==> src/rtl/core/yhh_pkg.sv <==
//------------------------------------------------------------------------------
// yhh_pkg: shared types, constants and helpers of the heading hold controller
// Holds the item codes, CORDIC sizing, the arctangent table, the queue entry
// type and the 16-bit saturation helper.
//------------------------------------------------------------------------------
package yhh_pkg;

	// Item kind codes
	localparam logic CMD_POSE = 1'b0;
	localparam logic CMD_REQ  = 1'b1;

	// Reset value of the proportional gain (unsigned Q0.16, about 5/110)
	localparam logic [15:0] GAIN_RESET = 16'd2979;

	// Default and maximum CORDIC iteration counts
	localparam int CORDIC_ITER_DEF = 16;
	localparam int ATAN_LEN        = 24;
	localparam int ATAN_IDX_W      = $clog2(ATAN_LEN);

	// CORDIC vector width and angle width (angle in Q.29)
	localparam int CORDIC_W = 36;
	localparam int ANG_W    = 34;

	localparam logic signed [ANG_W-1:0] PI_Q29 = 34'sd1686629713;

	// Depth of the queue between front and back
	localparam int QUEUE_DEPTH = 2;

	// One classified item as it travels from front to back
	typedef struct packed {
		logic               command;
		logic signed [31:0] prod_wz;
		logic signed [31:0] prod_xy;
		logic signed [31:0] prod_yy;
		logic signed [31:0] prod_zz;
		logic signed [15:0] heading_offset;
		logic signed [15:0] forward_velocity;
	} yhh_entry_t;

	// atan(2^-i) in Q.29
	function automatic logic signed [ANG_W-1:0] atan_q29(input logic [ATAN_IDX_W-1:0] idx);
		logic signed [ANG_W-1:0] r;
		case (idx)
			5'd0:  r = 34'sd421657428;
			5'd1:  r = 34'sd248918915;
			5'd2:  r = 34'sd131521918;
			5'd3:  r = 34'sd66762579;
			5'd4:  r = 34'sd33510843;
			5'd5:  r = 34'sd16771758;
			5'd6:  r = 34'sd8387925;
			5'd7:  r = 34'sd4194219;
			5'd8:  r = 34'sd2097141;
			5'd9:  r = 34'sd1048575;
			5'd10: r = 34'sd524288;
			5'd11: r = 34'sd262144;
			5'd12: r = 34'sd131072;
			5'd13: r = 34'sd65536;
			5'd14: r = 34'sd32768;
			5'd15: r = 34'sd16384;
			5'd16: r = 34'sd8192;
			5'd17: r = 34'sd4096;
			5'd18: r = 34'sd2048;
			5'd19: r = 34'sd1024;
			5'd20: r = 34'sd512;
			5'd21: r = 34'sd256;
			5'd22: r = 34'sd128;
			5'd23: r = 34'sd64;
			default: r = '0;
		endcase
		return r;
	endfunction

	// Clamp a wide signed value to 16 bits
	function automatic logic signed [15:0] sat16(input logic signed [ANG_W-1:0] v);
		logic signed [15:0] r;
		if (v > 34'sd32767) begin
			r = 16'sh7FFF;
		end else if (v < -34'sd32768) begin
			r = -16'sd32768;
		end else begin
			r = v[15:0];
		end
		return r;
	endfunction

endpackage

==> src/rtl/core/yhh_if.sv <==
//------------------------------------------------------------------------------
// yhh_if: channel interfaces of the heading hold controller
// Item, result and gain write channels, each with valid/ready handshake.
//------------------------------------------------------------------------------
interface yhh_in_if;
	logic               valid;
	logic               ready;
	logic               command;
	logic signed [15:0] quat_x;
	logic signed [15:0] quat_y;
	logic signed [15:0] quat_z;
	logic signed [15:0] quat_w;
	logic signed [15:0] heading_offset;
	logic signed [15:0] forward_velocity;

	modport source (
		output valid, command, quat_x, quat_y, quat_z, quat_w,
		       heading_offset, forward_velocity,
		input  ready
	);
	modport sink (
		input  valid, command, quat_x, quat_y, quat_z, quat_w,
		       heading_offset, forward_velocity,
		output ready
	);
endinterface


==> src/rtl/core/yhh_front.sv <==
//------------------------------------------------------------------------------
// yhh_front: item intake and classification
// Registers each accepted item, forms the quaternion products and pushes
// one queue entry per item.
//------------------------------------------------------------------------------
module yhh_front (
	input  logic                clk,
	input  logic                arst_n,
	yhh_in_if.sink              item,
	output logic                push,
	output yhh_pkg::yhh_entry_t entry,
	input  logic                full
);

	logic               valid_s1;
	logic               command_s1;
	logic signed [15:0] quat_x_s1;
	logic signed [15:0] quat_y_s1;
	logic signed [15:0] quat_z_s1;
	logic signed [15:0] quat_w_s1;
	logic signed [15:0] offset_s1;
	logic signed [15:0] velocity_s1;
	logic               accept;

	// Take a new transaction when the stage is empty or drains this cycle
	assign push       = valid_s1 && !full;
	assign item.ready = !valid_s1 || !full;
	assign accept     = item.valid && item.ready;

	// Stage valid
	always_ff @(posedge clk or negedge arst_n) begin
		if (!arst_n) begin
			valid_s1 <= 1'b0;
		end else if (accept) begin
			valid_s1 <= 1'b1;
		end else if (push) begin
			valid_s1 <= 1'b0;
		end
	end

	// Stage payload
	always_ff @(posedge clk) begin
		if (accept) begin
			command_s1  <= item.command;
			quat_x_s1   <= item.quat_x;
			quat_y_s1   <= item.quat_y;
			quat_z_s1   <= item.quat_z;
			quat_w_s1   <= item.quat_w;
			offset_s1   <= item.heading_offset;
			velocity_s1 <= item.forward_velocity;
		end
	end

	// Form the exact Q.30 products for the yaw formula
	always_comb begin
		entry.command          = command_s1;
		entry.prod_wz          = 32'(quat_w_s1) * 32'(quat_z_s1);
		entry.prod_xy          = 32'(quat_x_s1) * 32'(quat_y_s1);
		entry.prod_yy          = 32'(quat_y_s1) * 32'(quat_y_s1);
		entry.prod_zz          = 32'(quat_z_s1) * 32'(quat_z_s1);
		entry.heading_offset   = offset_s1;
		entry.forward_velocity = velocity_s1;
	end

endmodule

==> src/flat_wrapper.sv <==
// flat-port wrapper written by rule: the top's interface ports become plain ports
module yhh_front_flat 
  (clk, arst_n, push, entry, full, item_valid, item_command, item_quat_x, item_quat_y, item_quat_z, item_quat_w, item_heading_offset, item_forward_velocity, item_ready);
  yhh_in_if item_i ();
  input  logic clk;
  input  logic arst_n;
  output logic push;
  output yhh_pkg::yhh_entry_t entry;
  input  logic full;
  input wire logic [$bits(item_i.valid)-1:0] item_valid;
  input wire logic [$bits(item_i.command)-1:0] item_command;
  input wire logic [$bits(item_i.quat_x)-1:0] item_quat_x;
  input wire logic [$bits(item_i.quat_y)-1:0] item_quat_y;
  input wire logic [$bits(item_i.quat_z)-1:0] item_quat_z;
  input wire logic [$bits(item_i.quat_w)-1:0] item_quat_w;
  input wire logic [$bits(item_i.heading_offset)-1:0] item_heading_offset;
  input wire logic [$bits(item_i.forward_velocity)-1:0] item_forward_velocity;
  output wire logic [$bits(item_i.ready)-1:0] item_ready;
  assign item_i.valid = item_valid;
  assign item_i.command = item_command;
  assign item_i.quat_x = item_quat_x;
  assign item_i.quat_y = item_quat_y;
  assign item_i.quat_z = item_quat_z;
  assign item_i.quat_w = item_quat_w;
  assign item_i.heading_offset = item_heading_offset;
  assign item_i.forward_velocity = item_forward_velocity;
  assign item_ready = item_i.ready;
  yhh_front u_core (.clk(clk), .arst_n(arst_n), .item(item_i), .push(push), .entry(entry), .full(full));
endmodule
==> config.mk <==
export PLATFORM = sky130hd
export DESIGN_NAME = yhh_front_flat
export DESIGN_NICKNAME = d
export VERILOG_FILES = /design/src/rtl/core/yhh_pkg.sv /design/src/rtl/core/yhh_if.sv /design/src/rtl/core/yhh_front.sv /design/src/flat_wrapper.sv
export SDC_FILE = /design/constraint.sdc
export NUM_CORES = 2
export LEC_CHECK = 0
export BUFFER_PORTS_ARGS = -buffer_cell sky130_fd_sc_hd__buf_2
export CAP_MARGIN = 10
export CORE_MARGIN = 1
export CORE_UTILIZATION = 50
export CTS_BUF_LIST = sky130_fd_sc_hd__clkbuf_4 sky130_fd_sc_hd__clkbuf_8
export DETAILED_ROUTE_END_ITERATION = 8
export PLACE_DENSITY = 0.69
export SLEW_MARGIN = 20
export SYNTH_ARGS = -nofsm -noshare
export SYNTH_HDL_FRONTEND = slang
export SYNTH_SLANG_ARGS = --single-unit
==> constraint.sdc <==
create_clock -name clk -period 10.5 [get_ports clk]
set_input_delay 1.575 -clock clk [delete_from_list [all_inputs] [get_ports clk]]
set_output_delay 1.575 -clock clk [all_outputs]
set_load 0.05 [all_outputs]
# ---- Yosys cells after proc, flatten, opt, wreduce, memory -nomap -nowiden
# Cells that the tools add are included.
dict set report word_totals {
  reg_bits 98
  latch_bits 0
  ram_bits 0
  rom_bits 0
  input_bits 101
  output_inout_bits 163
  elab_cells 20
  memories 0
}
dict set report classes {
  addsub 0
  multipliers 4
  div_mod_pow 0
  order_cmp 0
  eq_ne 0
  n_shift 0
  muxes 2
  bitwise 0
  reduce_logical 6
}
# cell n
set ops {}
lappend ops {{multiplier 16 x 16 -> 32 bit} 4}
lappend ops {{logical AND 1 bit} 2}
lappend ops {{zero test 1 bit} 2}
lappend ops {{two-way mux 1 bit} 2}
lappend ops {{nonzero test 2 bit} 1}
lappend ops {{logical OR 1 bit} 1}

# ---- Depth between registers and ports, before layout
dict set report depth {
  depth_word 4
  mapped_depth 24
}

# ---- Worst setup path after synthesis
# No wires, ideal clock.
dict set report synth_timing {
  kind {register to output}
  from {register u_core.quat_z_s1[11]}
  to {output port entry[57] (netlist bit)}
  arrival_ns 7.404
  required_time_ns 8.925
  slack_ns 1.521
  path_stages_with_launch 21
  n_path_buf 2
  cell_sequence {edfxtp_1 > clkbuf_1 > clkbuf_1 > nand2_1 > fa_1 > fa_1 > fa_1 > inv_1 > fa_1 > fa_1 > inv_1 > fa_1 > inv_1 > ha_1 > a211oi_1 > o211ai_1 > a21oi_1 > o21ai_0 > a21boi_0 > o311ai_1 > o311ai_0}
}
# element line_no
set synth_lines {}
lappend synth_lines {{from (decl)} yhh_front.sv:19} ;# logic signed [15:0] quat_z_s1;
lappend synth_lines {{from (signal assigned)} yhh_front.sv:47} ;# quat_z_s1 <= item.quat_z;
lappend synth_lines {{to (decl)} flat_wrapper.sv:8} ;# output yhh_pkg::yhh_entry_t entry;

==> key figures <==
Routing
  – DRT Pass-1 Iters: 7
  – WL final: 88.7 mm
  – Vias: 28200
  – Routed Antenna Nets: 0
  – Mean number of vias per cell: 5.12
  – Wire length per cell: 16.1 um
  – DR iter-0 viols: 1398
  – DRC violation count after routing: 0

CTS
  – Clock Tree Root: clkbuf_8
  – Resize count post-CTS: 0
  – Clock tree sinks: 98
  – Clk pin slew, worst setup/hold paths: 0.14 ns
  – Post-CTS setup buffers: 0
  – Clock Latency Late Sink: 0.53 ns
  – CTS tree: built
  – CTS buffer count: 9
  – Number of H-tree levels: 3
  – Cts-stage hold buffer count: 0
  – Bufs on Longest Clock Path: 2

Timing
  – Fin. Hold Viols: 0
  – # setup viols final: 0
  – Maximum clock frequency: 100 MHz
  – Time the worst path needs with I/O delays and setup: 9.97 ns
  – Worst Skew: 0.0405 ns
  – Unrepaired setup endpoints after global routing: false
  – TNS Setup: 0 ns
  – Final worst-path cycle share: 0.950
  – Final Max Tran Viols: 0
  – Fin worst setup slack: 0.529 ns
  – Relative slew slack: 0.238
  – Least-Margin Pin Slew: 1.14 ns

Worst setup path
  – CP arrival: 8.40 ns
  – Setup crit start: u_core.quat_z_s1[2]
  – CP max FO: 21
  – Kind of critical path: flop to output port
  – Data required, critical path: 8.93 ns
  – Worst Setup End Kind: output port
  – Reg-to-reg startpoint: u_core.valid_s1
  – Critical Path Source Type: flop

Global route
  – Initial antenna violation count: 4
  – Largest net degree at the start of global routing: 56
  – GR Overflow Total: 0
  – Total GRT Usage: 0.233
  – Vias in the first global route: 30600
  – First-pass GRT wire length: 151 mm

Yosys
  – Post-synthesis cell area: 40600 um2
  – Post-synth top area cell: fa_1
  – FFs w/ async S/R, synth: 0.0102
  – Sequential fraction of the synthesis area: 0.0723
  – Cells after Synth: 4279
  – Top cells by area, synth: fa_1 (49%), inv_1 (11%), ha_1 (11%)
  – Ys Warns: 0
  – Synthesized flop and latch total: 98
  – Netlist cell types: 70
  – Most used DFF post-synth: edfxtp_1
  – Yosys top cell area share: 0.488
  – Post-synth EDFFs: 97
  – Synth Area per Inst: 9.50 um2

Die
  – Starting density of the core: 0.505
  – DIE HEIGHT: 287 um
  – Core Area: 80400 um2
  – Die Area: 82400 um2
  – Rows: 104
  – IO Pins: 264
  – Chip Width: 287 um

Place
  – GPL Wtd Cong: 0.885
  – Port-buffer cells: 261
  – Post-Place Worst Slack: 1.28 ns
  – HPWL after DPL: 74.9 mm

Worst hold path
  – Worst min path class: flop to flop
  – Hold Startpoint: u_core.valid_s1

Cells and area
  – Most frequent cells in the layout: inv_1 (1227), fa_1 (991), nand2_1 (425), ha_1 (349), and2_1 (322)
  – Fill count: 7339
  – Final nets: 5885
  – Area growth, synth to finish: 6.25%
  – Commonest non-fill, non-tap cell in the layout: inv_1
  – Share of layout cells above drive strength 1: 0.0775

Run
  – Max_cap viols: 0

Status
  – Status: complete, no violations
state kept, by name, indices dropped and copies added, names as in the netlist:
name                cells
u_core.command_s1       1
u_core.offset_s1       16
u_core.quat_w_s1       16
u_core.quat_x_s1       16
u_core.quat_y_s1       16
u_core.quat_z_s1       16
u_core.valid_s1         1
u_core.velocity_s1     16
cell usage after synthesis, drive strengths merged (10+ instances only):
cell type	n
a21o	38
a211oi	11
nand3	19
xnor2	126
nor2	126
ha	349
a21oi	83
nor3	25
a31oi	10
a31o	12
o21a	21
nand4	10
nand2b	18
clkbuf	134
xor2	29
nor2b	12
nand2	425
o21ai	52
and3	20
edfxtp	97
o21bai	16
fa	991
buf	10
inv	1229
and2	323
worst max-delay path, cell delays in order (launching register included):
cell and delay, ns:
edfxtp_1 0.86, buf_4 0.30, nand2_1 0.10, inv_1 0.13, fa_1 0.58, fa_1 0.88
inv_1 0.20, fa_1 0.46, fa_1 0.54, inv_1 0.05, fa_1 0.55, fa_1 0.42
ha_1 0.38, nand3_1 0.12, nor3_1 0.48, o21ai_0 0.16, or3_1 0.40, a21oi_1 0.34
a2111oi_0 0.20, o21ai_0 0.25, xor2_1 0.17, buf_2 0.28
area by class of cell:
| type | instances | area [um2] | share of cell area |
|---|---|---|---|
| multi-input cells | 2809 | 32500 | 0.753 |
| inverters | 1229 | 4610 | 0.107 |
| flip-flops and latches | 98 | 2940 | 0.0680 |
| repair buffers | 297 | 1580 | 0.0365 |
| well taps | 1060 | 1330 | 0.0307 |
| clock buffers | 9 | 124 | 0.00287 |
| clock inverters | 7 | 65.1 | 0.00151 |
| diodes | 4 | 10.0 | 0.000232 |
kinds of logic after synthesis:
kind of cell | synth area share
and+or+nand+nor | 0.120
adders and majority gates | 0.596
buffers and inverters | 0.127
DFF | 0.0723
muxes | 0.00123
AOI/OAI and AO/OA | 0.0494
xor gates and xnor gates | 0.0334
other | 0.0000923
metrics by stage:
stage	hold slack [ns]	util	area [um2]	instances
final	0.541	0.537	43200	5513
after CTS	0.547	0.537	43200	5509
after global routing	0.587	0.537	43200	5513
after detailed placement	0.523	0.534	43000	5493
after floorplan	0.822	-	40600	4280
after global placement	0.507	0.534	43000	5493
layer usage:
| layer | up-vias | wire length [um] | GRT usage |
|---|---|---|---|
| li1 | 12900 | - | - |
| met1 | 14500 | 38600 | 0.322 |
| met2 | 726 | 42800 | 0.382 |
| met3 | 119 | 5370 | 0.0387 |
| met4 | 0 | 1870 | 0.0574 |
| met5 | - | 0 | 0 |
worst paths after layout:
check | to | slack, ns | cells past startpoint
min reg2reg | u_core.valid_s1 | 0.54 | 2
min in group asynchronous | u_core.valid_s1 | 0.84 | 1
min | u_core.valid_s1 | 0.54 | 2
max | entry[158] | 0.53 | 21
max in group asynchronous | u_core.valid_s1 | 9.57 | 1
max reg2reg | u_core.offset_s1[4] | 8.19 | 3
Power is not shown: default switching activity piles up to over one toggle a cycle in this logic, so the estimate is an artifact.
