===== src/rtl/core/yhh_pkg.sv =====
//------------------------------------------------------------------------------
// yhh_pkg: shared types, constants and helpers of the heading hold controller
// Holds the item codes, CORDIC sizing, the arctangent table, the queue entry
// type and the 16-bit saturation helper.
//------------------------------------------------------------------------------
package yhh_pkg;

	// Item kind codes
	localparam logic CMD_POSE = 1'b0;
	localparam logic CMD_REQ  = 1'b1;

	// Reset value of the proportional gain (unsigned Q0.16, about 5/110)
	localparam logic [15:0] GAIN_RESET = 16'd2979;

	// Default and maximum CORDIC iteration counts
	localparam int CORDIC_ITER_DEF = 16;
	localparam int ATAN_LEN        = 24;
	localparam int ATAN_IDX_W      = $clog2(ATAN_LEN);

	// CORDIC vector width and angle width (angle in Q.29)
	localparam int CORDIC_W = 36;
	localparam int ANG_W    = 34;

	localparam logic signed [ANG_W-1:0] PI_Q29 = 34'sd1686629713;

	// Depth of the queue between front and back
	localparam int QUEUE_DEPTH = 2;

	// One classified item as it travels from front to back
	typedef struct packed {
		logic               command;
		logic signed [31:0] prod_wz;
		logic signed [31:0] prod_xy;
		logic signed [31:0] prod_yy;
		logic signed [31:0] prod_zz;
		logic signed [15:0] heading_offset;
		logic signed [15:0] forward_velocity;
	} yhh_entry_t;

	// atan(2^-i) in Q.29
	function automatic logic signed [ANG_W-1:0] atan_q29(input logic [ATAN_IDX_W-1:0] idx);
		logic signed [ANG_W-1:0] r;
		case (idx)
			5'd0:  r = 34'sd421657428;
			5'd1:  r = 34'sd248918915;
			5'd2:  r = 34'sd131521918;
			5'd3:  r = 34'sd66762579;
			5'd4:  r = 34'sd33510843;
			5'd5:  r = 34'sd16771758;
			5'd6:  r = 34'sd8387925;
			5'd7:  r = 34'sd4194219;
			5'd8:  r = 34'sd2097141;
			5'd9:  r = 34'sd1048575;
			5'd10: r = 34'sd524288;
			5'd11: r = 34'sd262144;
			5'd12: r = 34'sd131072;
			5'd13: r = 34'sd65536;
			5'd14: r = 34'sd32768;
			5'd15: r = 34'sd16384;
			5'd16: r = 34'sd8192;
			5'd17: r = 34'sd4096;
			5'd18: r = 34'sd2048;
			5'd19: r = 34'sd1024;
			5'd20: r = 34'sd512;
			5'd21: r = 34'sd256;
			5'd22: r = 34'sd128;
			5'd23: r = 34'sd64;
			default: r = '0;
		endcase
		return r;
	endfunction

	// Clamp a wide signed value to 16 bits
	function automatic logic signed [15:0] sat16(input logic signed [ANG_W-1:0] v);
		logic signed [15:0] r;
		if (v > 34'sd32767) begin
			r = 16'sh7FFF;
		end else if (v < -34'sd32768) begin
			r = -16'sd32768;
		end else begin
			r = v[15:0];
		end
		return r;
	endfunction

endpackage


===== src/rtl/core/yhh_if.sv =====


interface yhh_out_if;
	logic               valid;
	logic               ready;
	logic signed [15:0] velocity_out;
	logic signed [15:0] turn_rate;
	logic signed [15:0] heading_error;

	modport source (
		output valid, velocity_out, turn_rate, heading_error,
		input  ready
	);
	modport sink (
		input  valid, velocity_out, turn_rate, heading_error,
		output ready
	);
endinterface



===== src/rtl/core/yhh_back.sv =====
//------------------------------------------------------------------------------
// yhh_back: execution of pose updates and control requests
// Runs the vectoring CORDIC for pose entries and the target, error and
// gain steps for request entries; drives the result register.
//------------------------------------------------------------------------------
module yhh_back #(
	parameter int CORDIC_ITERATIONS = yhh_pkg::CORDIC_ITER_DEF
) (
	input  logic                clk,
	input  logic                arst_n,
	input  yhh_pkg::yhh_entry_t head,
	input  logic                empty,
	output logic                pop,
	input  logic [15:0]         gain,
	yhh_out_if.source           result
);

	localparam int CW    = yhh_pkg::CORDIC_W;
	localparam int AW    = yhh_pkg::ANG_W;
	localparam int IW    = yhh_pkg::ATAN_IDX_W;
	localparam int CNT_W = $clog2(CORDIC_ITERATIONS);

	typedef enum logic [8:0] {
		S_IDLE = 9'b000000001,
		S_LOAD = 9'b000000010,
		S_PRE  = 9'b000000100,
		S_ITER = 9'b000001000,
		S_RND  = 9'b000010000,
		S_TGT  = 9'b000100000,
		S_ERR  = 9'b001000000,
		S_MUL  = 9'b010000000,
		S_OUT  = 9'b100000000
	} state_t;

	state_t              state_q;
	yhh_pkg::yhh_entry_t ent_q;
	logic signed [CW-1:0] x_q;
	logic signed [CW-1:0] y_q;
	logic signed [AW-1:0] ang_q;
	logic                 zero_q;
	logic [CNT_W-1:0]     cnt_q;
	logic signed [15:0]   yaw_q;
	logic signed [15:0]   target_q;
	logic                 latched_q;
	logic signed [15:0]   err_q;
	logic signed [32:0]   prod_q;
	logic                 res_valid_q;
	logic signed [15:0]   res_vel_q;
	logic signed [15:0]   res_turn_q;
	logic signed [15:0]   res_err_q;

	logic signed [32:0]   sum_num;
	logic signed [32:0]   sum_sq;
	logic signed [33:0]   num;
	logic signed [33:0]   den;
	logic signed [CW-1:0] x_sh;
	logic signed [CW-1:0] y_sh;
	logic signed [AW-1:0] atan_i;
	logic signed [AW-1:0] ang_bias;
	logic signed [AW-1:0] ang_div;
	logic signed [AW-1:0] turn_bias;
	logic signed [AW-1:0] turn_div;
	logic                 slot_free;

	// Vector for atan2: num = 2(wz+xy), den = 1 - 2(y^2+z^2) in Q.30
	assign sum_num = 33'(ent_q.prod_wz) + 33'(ent_q.prod_xy);
	assign sum_sq  = 33'(ent_q.prod_yy) + 33'(ent_q.prod_zz);
	assign num     = {sum_num, 1'b0};
	assign den     = (34'sd1 <<< 30) - {sum_sq, 1'b0};

	// One CORDIC micro-rotation
	assign x_sh   = x_q >>> cnt_q;
	assign y_sh   = y_q >>> cnt_q;
	assign atan_i = yhh_pkg::atan_q29(IW'(cnt_q));

	// Round half up to Q3.13
	assign ang_bias  = ang_q + AW'(32768);
	assign ang_div   = ang_bias >>> 16;
	assign turn_bias = AW'(prod_q) + AW'(32768);
	assign turn_div  = turn_bias >>> 16;

	assign slot_free = !res_valid_q || result.ready;
	assign pop       = (state_q == S_IDLE) && !empty;

	// Sequencer and control state
	always_ff @(posedge clk or negedge arst_n) begin
		if (!arst_n) begin
			state_q     <= S_IDLE;
			cnt_q       <= '0;
			yaw_q       <= '0;
			target_q    <= '0;
			latched_q   <= 1'b0;
			res_valid_q <= 1'b0;
		end else begin
			if (result.ready) begin
				res_valid_q <= 1'b0;
			end
			case (state_q)
				S_IDLE: begin
					if (!empty) begin
						state_q <= (head.command == yhh_pkg::CMD_REQ) ? S_TGT : S_LOAD;
					end
				end
				S_LOAD: begin
					state_q <= S_PRE;
				end
				S_PRE: begin
					cnt_q   <= '0;
					state_q <= S_ITER;
				end
				S_ITER: begin
					if (cnt_q == CNT_W'(CORDIC_ITERATIONS - 1)) begin
						state_q <= S_RND;
					end else begin
						cnt_q <= cnt_q + 1'b1;
					end
				end
				S_RND: begin
					yaw_q   <= zero_q ? '0 : yhh_pkg::sat16(ang_div);
					state_q <= S_IDLE;
				end
				S_TGT: begin
					if (!latched_q) begin
						target_q  <= yhh_pkg::sat16(AW'(ent_q.heading_offset) + AW'(yaw_q));
						latched_q <= 1'b1;
					end
					state_q <= S_ERR;
				end
				S_ERR: begin
					state_q <= S_MUL;
				end
				S_MUL: begin
					state_q <= S_OUT;
				end
				S_OUT: begin
					if (slot_free) begin
						res_valid_q <= 1'b1;
						state_q     <= S_IDLE;
					end
				end
				default: begin
					state_q <= S_IDLE;
				end
			endcase
		end
	end

	// Datapath registers
	always_ff @(posedge clk) begin
		case (state_q)
			S_IDLE: begin
				if (!empty) begin
					ent_q <= head;
				end
			end
			S_LOAD: begin
				x_q <= CW'(den);
				y_q <= CW'(num);
			end
			S_PRE: begin
				// Turn a left-half vector by pi first
				zero_q <= (x_q == '0) && (y_q == '0);
				if (x_q < 0) begin
					ang_q <= (y_q >= 0) ? yhh_pkg::PI_Q29 : -yhh_pkg::PI_Q29;
					x_q   <= -x_q;
					y_q   <= -y_q;
				end else begin
					ang_q <= '0;
				end
			end
			S_ITER: begin
				if (y_q > 0) begin
					x_q   <= x_q + y_sh;
					y_q   <= y_q - x_sh;
					ang_q <= ang_q + atan_i;
				end else begin
					x_q   <= x_q - y_sh;
					y_q   <= y_q + x_sh;
					ang_q <= ang_q - atan_i;
				end
			end
			S_ERR: begin
				err_q <= yhh_pkg::sat16(AW'(target_q) - AW'(yaw_q));
			end
			S_MUL: begin
				prod_q <= 33'($signed({1'b0, gain})) * 33'(err_q);
			end
			S_OUT: begin
				if (slot_free) begin
					res_vel_q  <= ent_q.forward_velocity;
					res_turn_q <= yhh_pkg::sat16(turn_div);
					res_err_q  <= err_q;
				end
			end
			default: begin
			end
		endcase
	end

	assign result.valid         = res_valid_q;
	assign result.velocity_out  = res_vel_q;
	assign result.turn_rate     = res_turn_q;
	assign result.heading_error = res_err_q;

endmodule


===== src/flat_wrapper.sv =====
// flat-port wrapper written by rule: the top's interface ports become plain ports
module yhh_back_flat 
#(
	parameter int CORDIC_ITERATIONS = yhh_pkg::CORDIC_ITER_DEF
)
  (clk, arst_n, head, empty, pop, gain, result_valid, result_velocity_out, result_turn_rate, result_heading_error, result_ready);
  yhh_out_if result_i ();
  input  logic clk;
  input  logic arst_n;
  input  yhh_pkg::yhh_entry_t head;
  input  logic empty;
  output logic pop;
  input  logic [15:0] gain;
  output wire logic [$bits(result_i.valid)-1:0] result_valid;
  output wire logic [$bits(result_i.velocity_out)-1:0] result_velocity_out;
  output wire logic [$bits(result_i.turn_rate)-1:0] result_turn_rate;
  output wire logic [$bits(result_i.heading_error)-1:0] result_heading_error;
  input wire logic [$bits(result_i.ready)-1:0] result_ready;
  assign result_valid = result_i.valid;
  assign result_velocity_out = result_i.velocity_out;
  assign result_turn_rate = result_i.turn_rate;
  assign result_heading_error = result_i.heading_error;
  assign result_i.ready = result_ready;
  yhh_back #(.CORDIC_ITERATIONS(CORDIC_ITERATIONS)) u_core (.clk(clk), .arst_n(arst_n), .head(head), .empty(empty), .pop(pop), .gain(gain), .result(result_i));
endmodule

===== config.mk =====
export PLATFORM = sky130hd
export DESIGN_NAME = yhh_back_flat
export DESIGN_NICKNAME = d
export VERILOG_FILES = /design/src/rtl/core/yhh_pkg.sv /design/src/rtl/core/yhh_if.sv /design/src/rtl/core/yhh_back.sv /design/src/flat_wrapper.sv
export SDC_FILE = /design/constraint.sdc
export NUM_CORES = 2
export LEC_CHECK = 0
export BUFFER_PORTS_ARGS = -buffer_cell sky130_fd_sc_hd__buf_2
export CORE_MARGIN = 4
export CORE_UTILIZATION = 50
export CTS_CLUSTER_DIAMETER = 80
export DETAILED_ROUTE_END_ITERATION = 16
export GPL_TIMING_DRIVEN = 1
export PLACE_DENSITY = 0.64
export SLEW_MARGIN = 20
export SYNTH_ARGS = -nofsm -noshare
export SYNTH_HDL_FRONTEND = slang
export SYNTH_SLANG_ARGS = --single-unit

===== constraint.sdc =====
create_clock -name clk -period 10.8 [get_ports clk]
set_input_delay 1.08 -clock clk [delete_from_list [all_inputs] [get_ports clk]]
set_output_delay 1.08 -clock clk [all_outputs]
set_load 0.02 [all_outputs]

# Word level (Yosys, flattened, before mapping)
# Memories as Yosys holds them, arrays and structs flattened.
# Index checks and enable logic that the tools add are counted.
# totals
regBits	411
rom_bits	464
inputBits	181
out_inout_bits	50
wordCells	111
memories	1
# classes
add_sub_neg	16
multipliers	1
magnitude_cmp	11
n_eq_ne	15
n_shift	2
n_mux	27
n_bitwise	2
n_reduce_logical	15
# mem_list
memory	depth	word_bits	rd	rd_clocked_by_memory_dff	wr	line	source
(name not given)	16	29	1	0	0	yhh_pkg.sv:43	case (idx)
# ops
cell	count
case mux 36 bit (3 select lines)	2
two-way mux 36 bit	4
two-way mux 16 bit	7
two-way mux 34 bit	3
adder 36 bit	2
zero test 36 bit	2
negator 36 bit	2
case mux 9 bit (8 select lines)	1
>>> shifter 36 x 4 -> 36 bit	2
subtractor 36 bit	2
> comparator 34 x 16 -> 1 bit, second input constant	2
less-than comparator 34 x 16 -> 1 bit, second input constant	2
case mux 34 bit (2 select lines)	1
adder 32 x 32 -> 33 bit	2
greater-or-equal comparator 36 x 1 -> 1 bit, second input constant	1
> comparator 18 x 16 -> 1 bit, second input constant	2
> comparator 36 x 1 -> 1 bit, second input constant	1
less-than comparator 18 x 16 -> 1 bit, second input constant	2
less-than comparator 36 x 1 -> 1 bit, second input constant	1
adder 33 x 17 -> 34 bit, second input constant	1
adder 34 x 17 -> 34 bit, second input constant	1
adder 34 bit	1
subtractor 31 x 34 -> 34 bit, first input constant	1
subtractor 34 bit	1
other kinds (29)	43

# Longest topological paths before layout
# logic_depth
ltp_word	5
mapped_depth	29
depth_no_buf	24

# Worst setup path after synthesis
# OpenSTA, ideal clock, no wires.
# synth_path
path_type	register to output
from	register u_core.state_q[3]
to	output port pop
arrival_time_ns	7.996
required_ns	9.720
setup_slack_ns	1.724
stages_incl_launch_ff	7
n_path_buf	1
path_cell_list	dfrtp_1 clkbuf_1 nor2_1 nand2_1 nor4_1 nand3b_1 nor2_1
# synth_via
elab_chain_cells	2
# synth_lines
element	line	source
start, declared	yhh_back.sv:35	state_t state_q;
start signal, assigned	yhh_back.sv:101	state_q <= (head.command == yhh_pkg::CMD_REQ) ? S_TGT : S_LOAD;
== test 9 x 1 -> 1 bit	yhh_back.sv:83	assign pop = (state_q == S_IDLE) && !empty;
logical AND 1 bit	yhh_back.sv:83	
end, declared	flat_wrapper.sv:12	output logic pop;
# Every way passes these cells.

# Worst setup path in the final report
# layout_path
from	register u_core.err_q[6]
to	register u_core.prod_q[31] (data pin)
# layout_via
elab_chain_cells	1
# layout_lines
element	line	source
start, declared	yhh_back.sv:45	logic signed [15:0] err_q;
start signal, assigned	yhh_back.sv:183	err_q <= yhh_pkg::sat16(AW'(target_q) - AW'(yaw_q));
multiplier 17 x 16 -> 33 bit	yhh_back.sv:186	prod_q <= 33'($signed({1'b0, gain})) * 33'(err_q);
end signal, assigned	yhh_back.sv:186	
end, declared	yhh_back.sv:46	logic signed [32:0] prod_q;
# Every way passes these cells.
# A chain may end at the register's enable or synchronous reset.

==> results.json <==
{
  "path_clk_slew_ns": 0.06,
  "timing.final.hold_violations": 0,
  "worstSetupStartpointType": "flop",
  "cts_tree": "built",
  "syn_nets": 4898,
  "grt_overflow_total": 0,
  "critPathMaxStageDelay_ns": 0.72,
  "p_per_area_nw_per_um2": 211,
  "fin_setup_tns_ns": 0,
  "worstPathArrival_ns": 8.18,
  "ant_nets": 0,
  "ys_ff_latch": 396,
  "cp.required_ns": 11.13,
  "tightest_slew_ns": 1.10,
  "seq_power_share_pct": 25.1,
  "syn-cell-area_um2": 40500,
  "clock_sinks": 396,
  "maxSlewHeadroom_pct": 26.0,
  "placed_area_um2": 42600,
  "endpoint_kind": "flop",
  "synth_cells": 4186,
  "switching_share_pct": 41.6,
  "fin_crit_ns": 7.85,
  "slew_viol_final": 0,
  "fill_cells": 7313,
  "first_iter_violations": 2195,
  "min_path_type": "reg2reg",
  "drive_above_1_share_pct": 12.3,
  "yosysSeqAreaShare_pct": 28.8,
  "routed_wl_mm": 109,
  "setup_viol": 0,
  "std_cell_rows": 104,
  "total_power_mw": 9.34,
  "grt_pass1_wl_mm": 174,
  "fin_area_um2": 44300,
  "hold_buffers": 0,
  "fin_nets": 5037,
  "cpMaxStageDelayCell": "edfxtp_1",
  "die_w_um": 293,
  "track_usage_pct": 25.0,
  "syn_to_final_growth_pct": 9.18,
  "hold-worst-slack_ns": 0.415,
  "grt_pass1_vias": 32000,
  "cts_setup_buffers": 0,
  "p_leak_nw": 18.5,
  "outcome": "completed",
  "synth_area_leaders": "edfxtp_1 26%, ha_1 10%, fa_1 9.9%",
  "synth-edff-count": 349,
  "port-buffer-count": 230,
  "intPower_mw": 5.46,
  "initial_core_util_pct": 50.4,
  "critPathBufInv": 4,
  "cts_buffers": 50,
  "drt_pass1_iterations": 5,
  "synth_top_area_share_pct": 25.9,
  "clk_latency_ns": 0.61,
  "core_um2": 80400,
  "yosys.area.top_type": "edfxtp_1",
  "synthFlopType": "edfxtp_1",
  "fmax_mhz": 127,
  "rsz0062_at_grt": "no",
  "synth_cell_types": 97,
  "vias_per_cell": 5.95,
  "critical_path.top_delay_family": "adder cells",
  "worstSetupPathType": "reg2reg",
  "layout_common_cells": "350 x nand2_1, 349 x edfxtp_1, 335 x inv_1, 331 x ha_1, 241 x o21ai_0",
  "clk_path_buf_depth": 3,
  "syn_avg_cell_area_um2": 9.68,
  "cts_resized": 0,
  "p_clk_share_pct": 18.2,
  "wl_per_cell_um": 20.0,
  "die-area_um2": 85700,
  "synthArstFlopShare_pct": 11.9,
  "skew_ns": 0.0240,
  "p_switching_mw": 3.88,
  "cts_htree_levels": 2,
  "crit_top_cell": "fa_1",
  "routabilityCongestion": 0.982,
  "p_comb_share_pct": 56.6,
  "worstPathCellList": "and2_1, fa_1, inv_1, fa_1, fa_1, fa_1, inv_1, fa_1, inv_1, fa_1, inv_1, ha_1, a21o_1, a21oi_1, nor3b_1, a221oi_1, a21oi_1, o21ai_0, a31oi_1, o21bai_1, a41oi_1, a21boi_0, xor2_1",
  "yosys_warnings": 0,
  "period_share_pct": 72.7,
  "vias": 32300,
  "hpwlAfterDp_mm": 82.1,
  "io_pins": 231,
  "worst_ir_drop_vdd_mv": 0.176,
  "cp_max_fo": 17,
  "cap_violations": 0,
  "grt_max_degree": 75,
  "cts_root_buf": "clkbuf_16",
  "die_h_um": 293,
  "mostFrequentLayoutCell": "nand2_1",
  "antenna_found_initial": 4,
  "drc": 0
}
## cells in the mapped netlist (all sizes together), types with 12 or more instances
| cell type | number |
|---|---|
| a211o | 13 |
| a211oi | 24 |
| a21o | 98 |
| a21oi | 228 |
| a221o | 16 |
| a22oi | 42 |
| a31oi | 41 |
| and2 | 141 |
| and3 | 37 |
| and4 | 12 |
| buf | 42 |
| clkbuf | 137 |
| dfrtp | 46 |
| edfxtp | 349 |
| fa | 200 |
| ha | 331 |
| inv | 340 |
| mux2 | 38 |
| mux2i | 51 |
| mux4 | 82 |
| nand2 | 350 |
| nand2b | 65 |
| nand3 | 78 |
| nand3b | 15 |
| nand4 | 25 |
| nor2 | 234 |
| nor2b | 39 |
| nor3 | 85 |
| nor4 | 33 |
| o211ai | 19 |
| o21a | 48 |
| o21ai | 244 |
| o21bai | 19 |
| o221a | 16 |
| o221ai | 12 |
| o22ai | 16 |
| o31ai | 26 |
| or2 | 19 |
| or3 | 28 |
| xnor2 | 213 |
| xor2 | 172 |
## cells by family after synthesis
family	Yosys count	share of synthesized area [%]
AOI/OAI and AO/OA	968	15.6
muxes	171	6.97
adders and majority gates	531	20.1
buffers and inverters	521	5.03
DFF	396	28.8
xor gates and xnor gates	385	8.34
and+or+nand+nor	1214	15.2
## per-layer routing
| metal | share of wire (%) | routed length (um) | GRT usage [%] | vias up |
|---|---|---|---|---|
| met5 | 0.025 | 27 | 0 | - |
| met3 | 5.6 | 6090 | 3.11 | 212 |
| li1 | - | - | - | 15400 |
| met1 | 42 | 46000 | 32.6 | 15700 |
| met4 | 3.2 | 3480 | 7.61 | 4 |
| met2 | 49 | 53200 | 43.7 | 920 |
## stage by stage
stage               worst slack, ns  util (%)  cells
global route                   2.60      55.0   5423
floorplan                      1.72         -   4186
CTS                            2.94      55.0   5423
global placement               2.67      53.0   5333
detailed placement             2.53      53.0   5333
finish                         2.95      55.0   5424
## path summary, 6_finish.rpt
check / start / endpoint / slack [ns] / depth (start not counted)
max in group asynchronous: arst_n / u_core.cnt_q[0]$_DFFE_PN0P_ / 9.69 / 2
hold reg to reg: u_core.ent_q[10]$_DFFE_PP_ / u_core.result.velocity_out[10]$_DFFE_PP_ / 0.42 / 0
setup reg to reg: u_core.err_q[6]$_SDFFCE_PN1N_ / u_core.prod_q[31]$_DFFE_PP_ / 2.95 / 23
hold / removal: u_core.ent_q[10]$_DFFE_PP_ / u_core.result.velocity_out[10]$_DFFE_PP_ / 0.42 / 0
min in group asynchronous: arst_n / u_core.target_q[13]$_DFFE_PN0P_ / 0.57 / 2
setup / recovery: u_core.err_q[6]$_SDFFCE_PN1N_ / u_core.prod_q[31]$_DFFE_PP_ / 2.95 / 23
## power groups by stage
stage | Clock (mW) | Sequential, mW | Combinational (mW)
2_1_floorplan | 0 | 2.32 | 4.16
3_3_place_gp | 0 | 2.37 | 5.22
3_5_place_dp | 0 | 2.38 | 5.28
4_1_cts | 1.76 | 2.35 | 5.32
5_1_grt | 1.82 | 2.37 | 5.99
6_report | 1.70 | 2.35 | 5.29
## flip-flops by register name, summed over array words and instances, names as in the netlist
name and flops:
u_core.ang_q 34, u_core.cnt_q 4, u_core.ent_q 160, u_core.err_q 16, u_core.latched_q 1, u_core.prod_q 18, u_core.result.heading_error 16, u_core.result.turn_rate 16
u_core.result.valid 1, u_core.result.velocity_out 16, u_core.state_q 9, u_core.target_q 16, u_core.x_q 36, u_core.y_q 36, u_core.yaw_q 16, u_core.zero_q 1
## worst register-to-register path: cells and delay by family (launching register included)
| family | cells | cell delay [ns] |
|---|---|---|
| flops | 1 | 0.72 |
| fa+ha+maj | 7 | 3.42 |
| buf+inv | 4 | 0.22 |
| simple gates | 2 | 0.48 |
| xor+xnor | 1 | 0.12 |
| compound gates | 9 | 2.63 |
## final cells by class
cell class	instances	area (um^2)	area share [%]
clock inverter	35	372	0.840
tap	1060	1330	3.00
multi-input combinational	3269	26900	60.8
antenna	1	2.50	0.00565
inverter	342	1280	2.90
sequential	396	11700	26.4
timing repair buffer	266	1420	3.21
clock buffer	55	1290	2.92
Power figures use the tool's default switching activity.
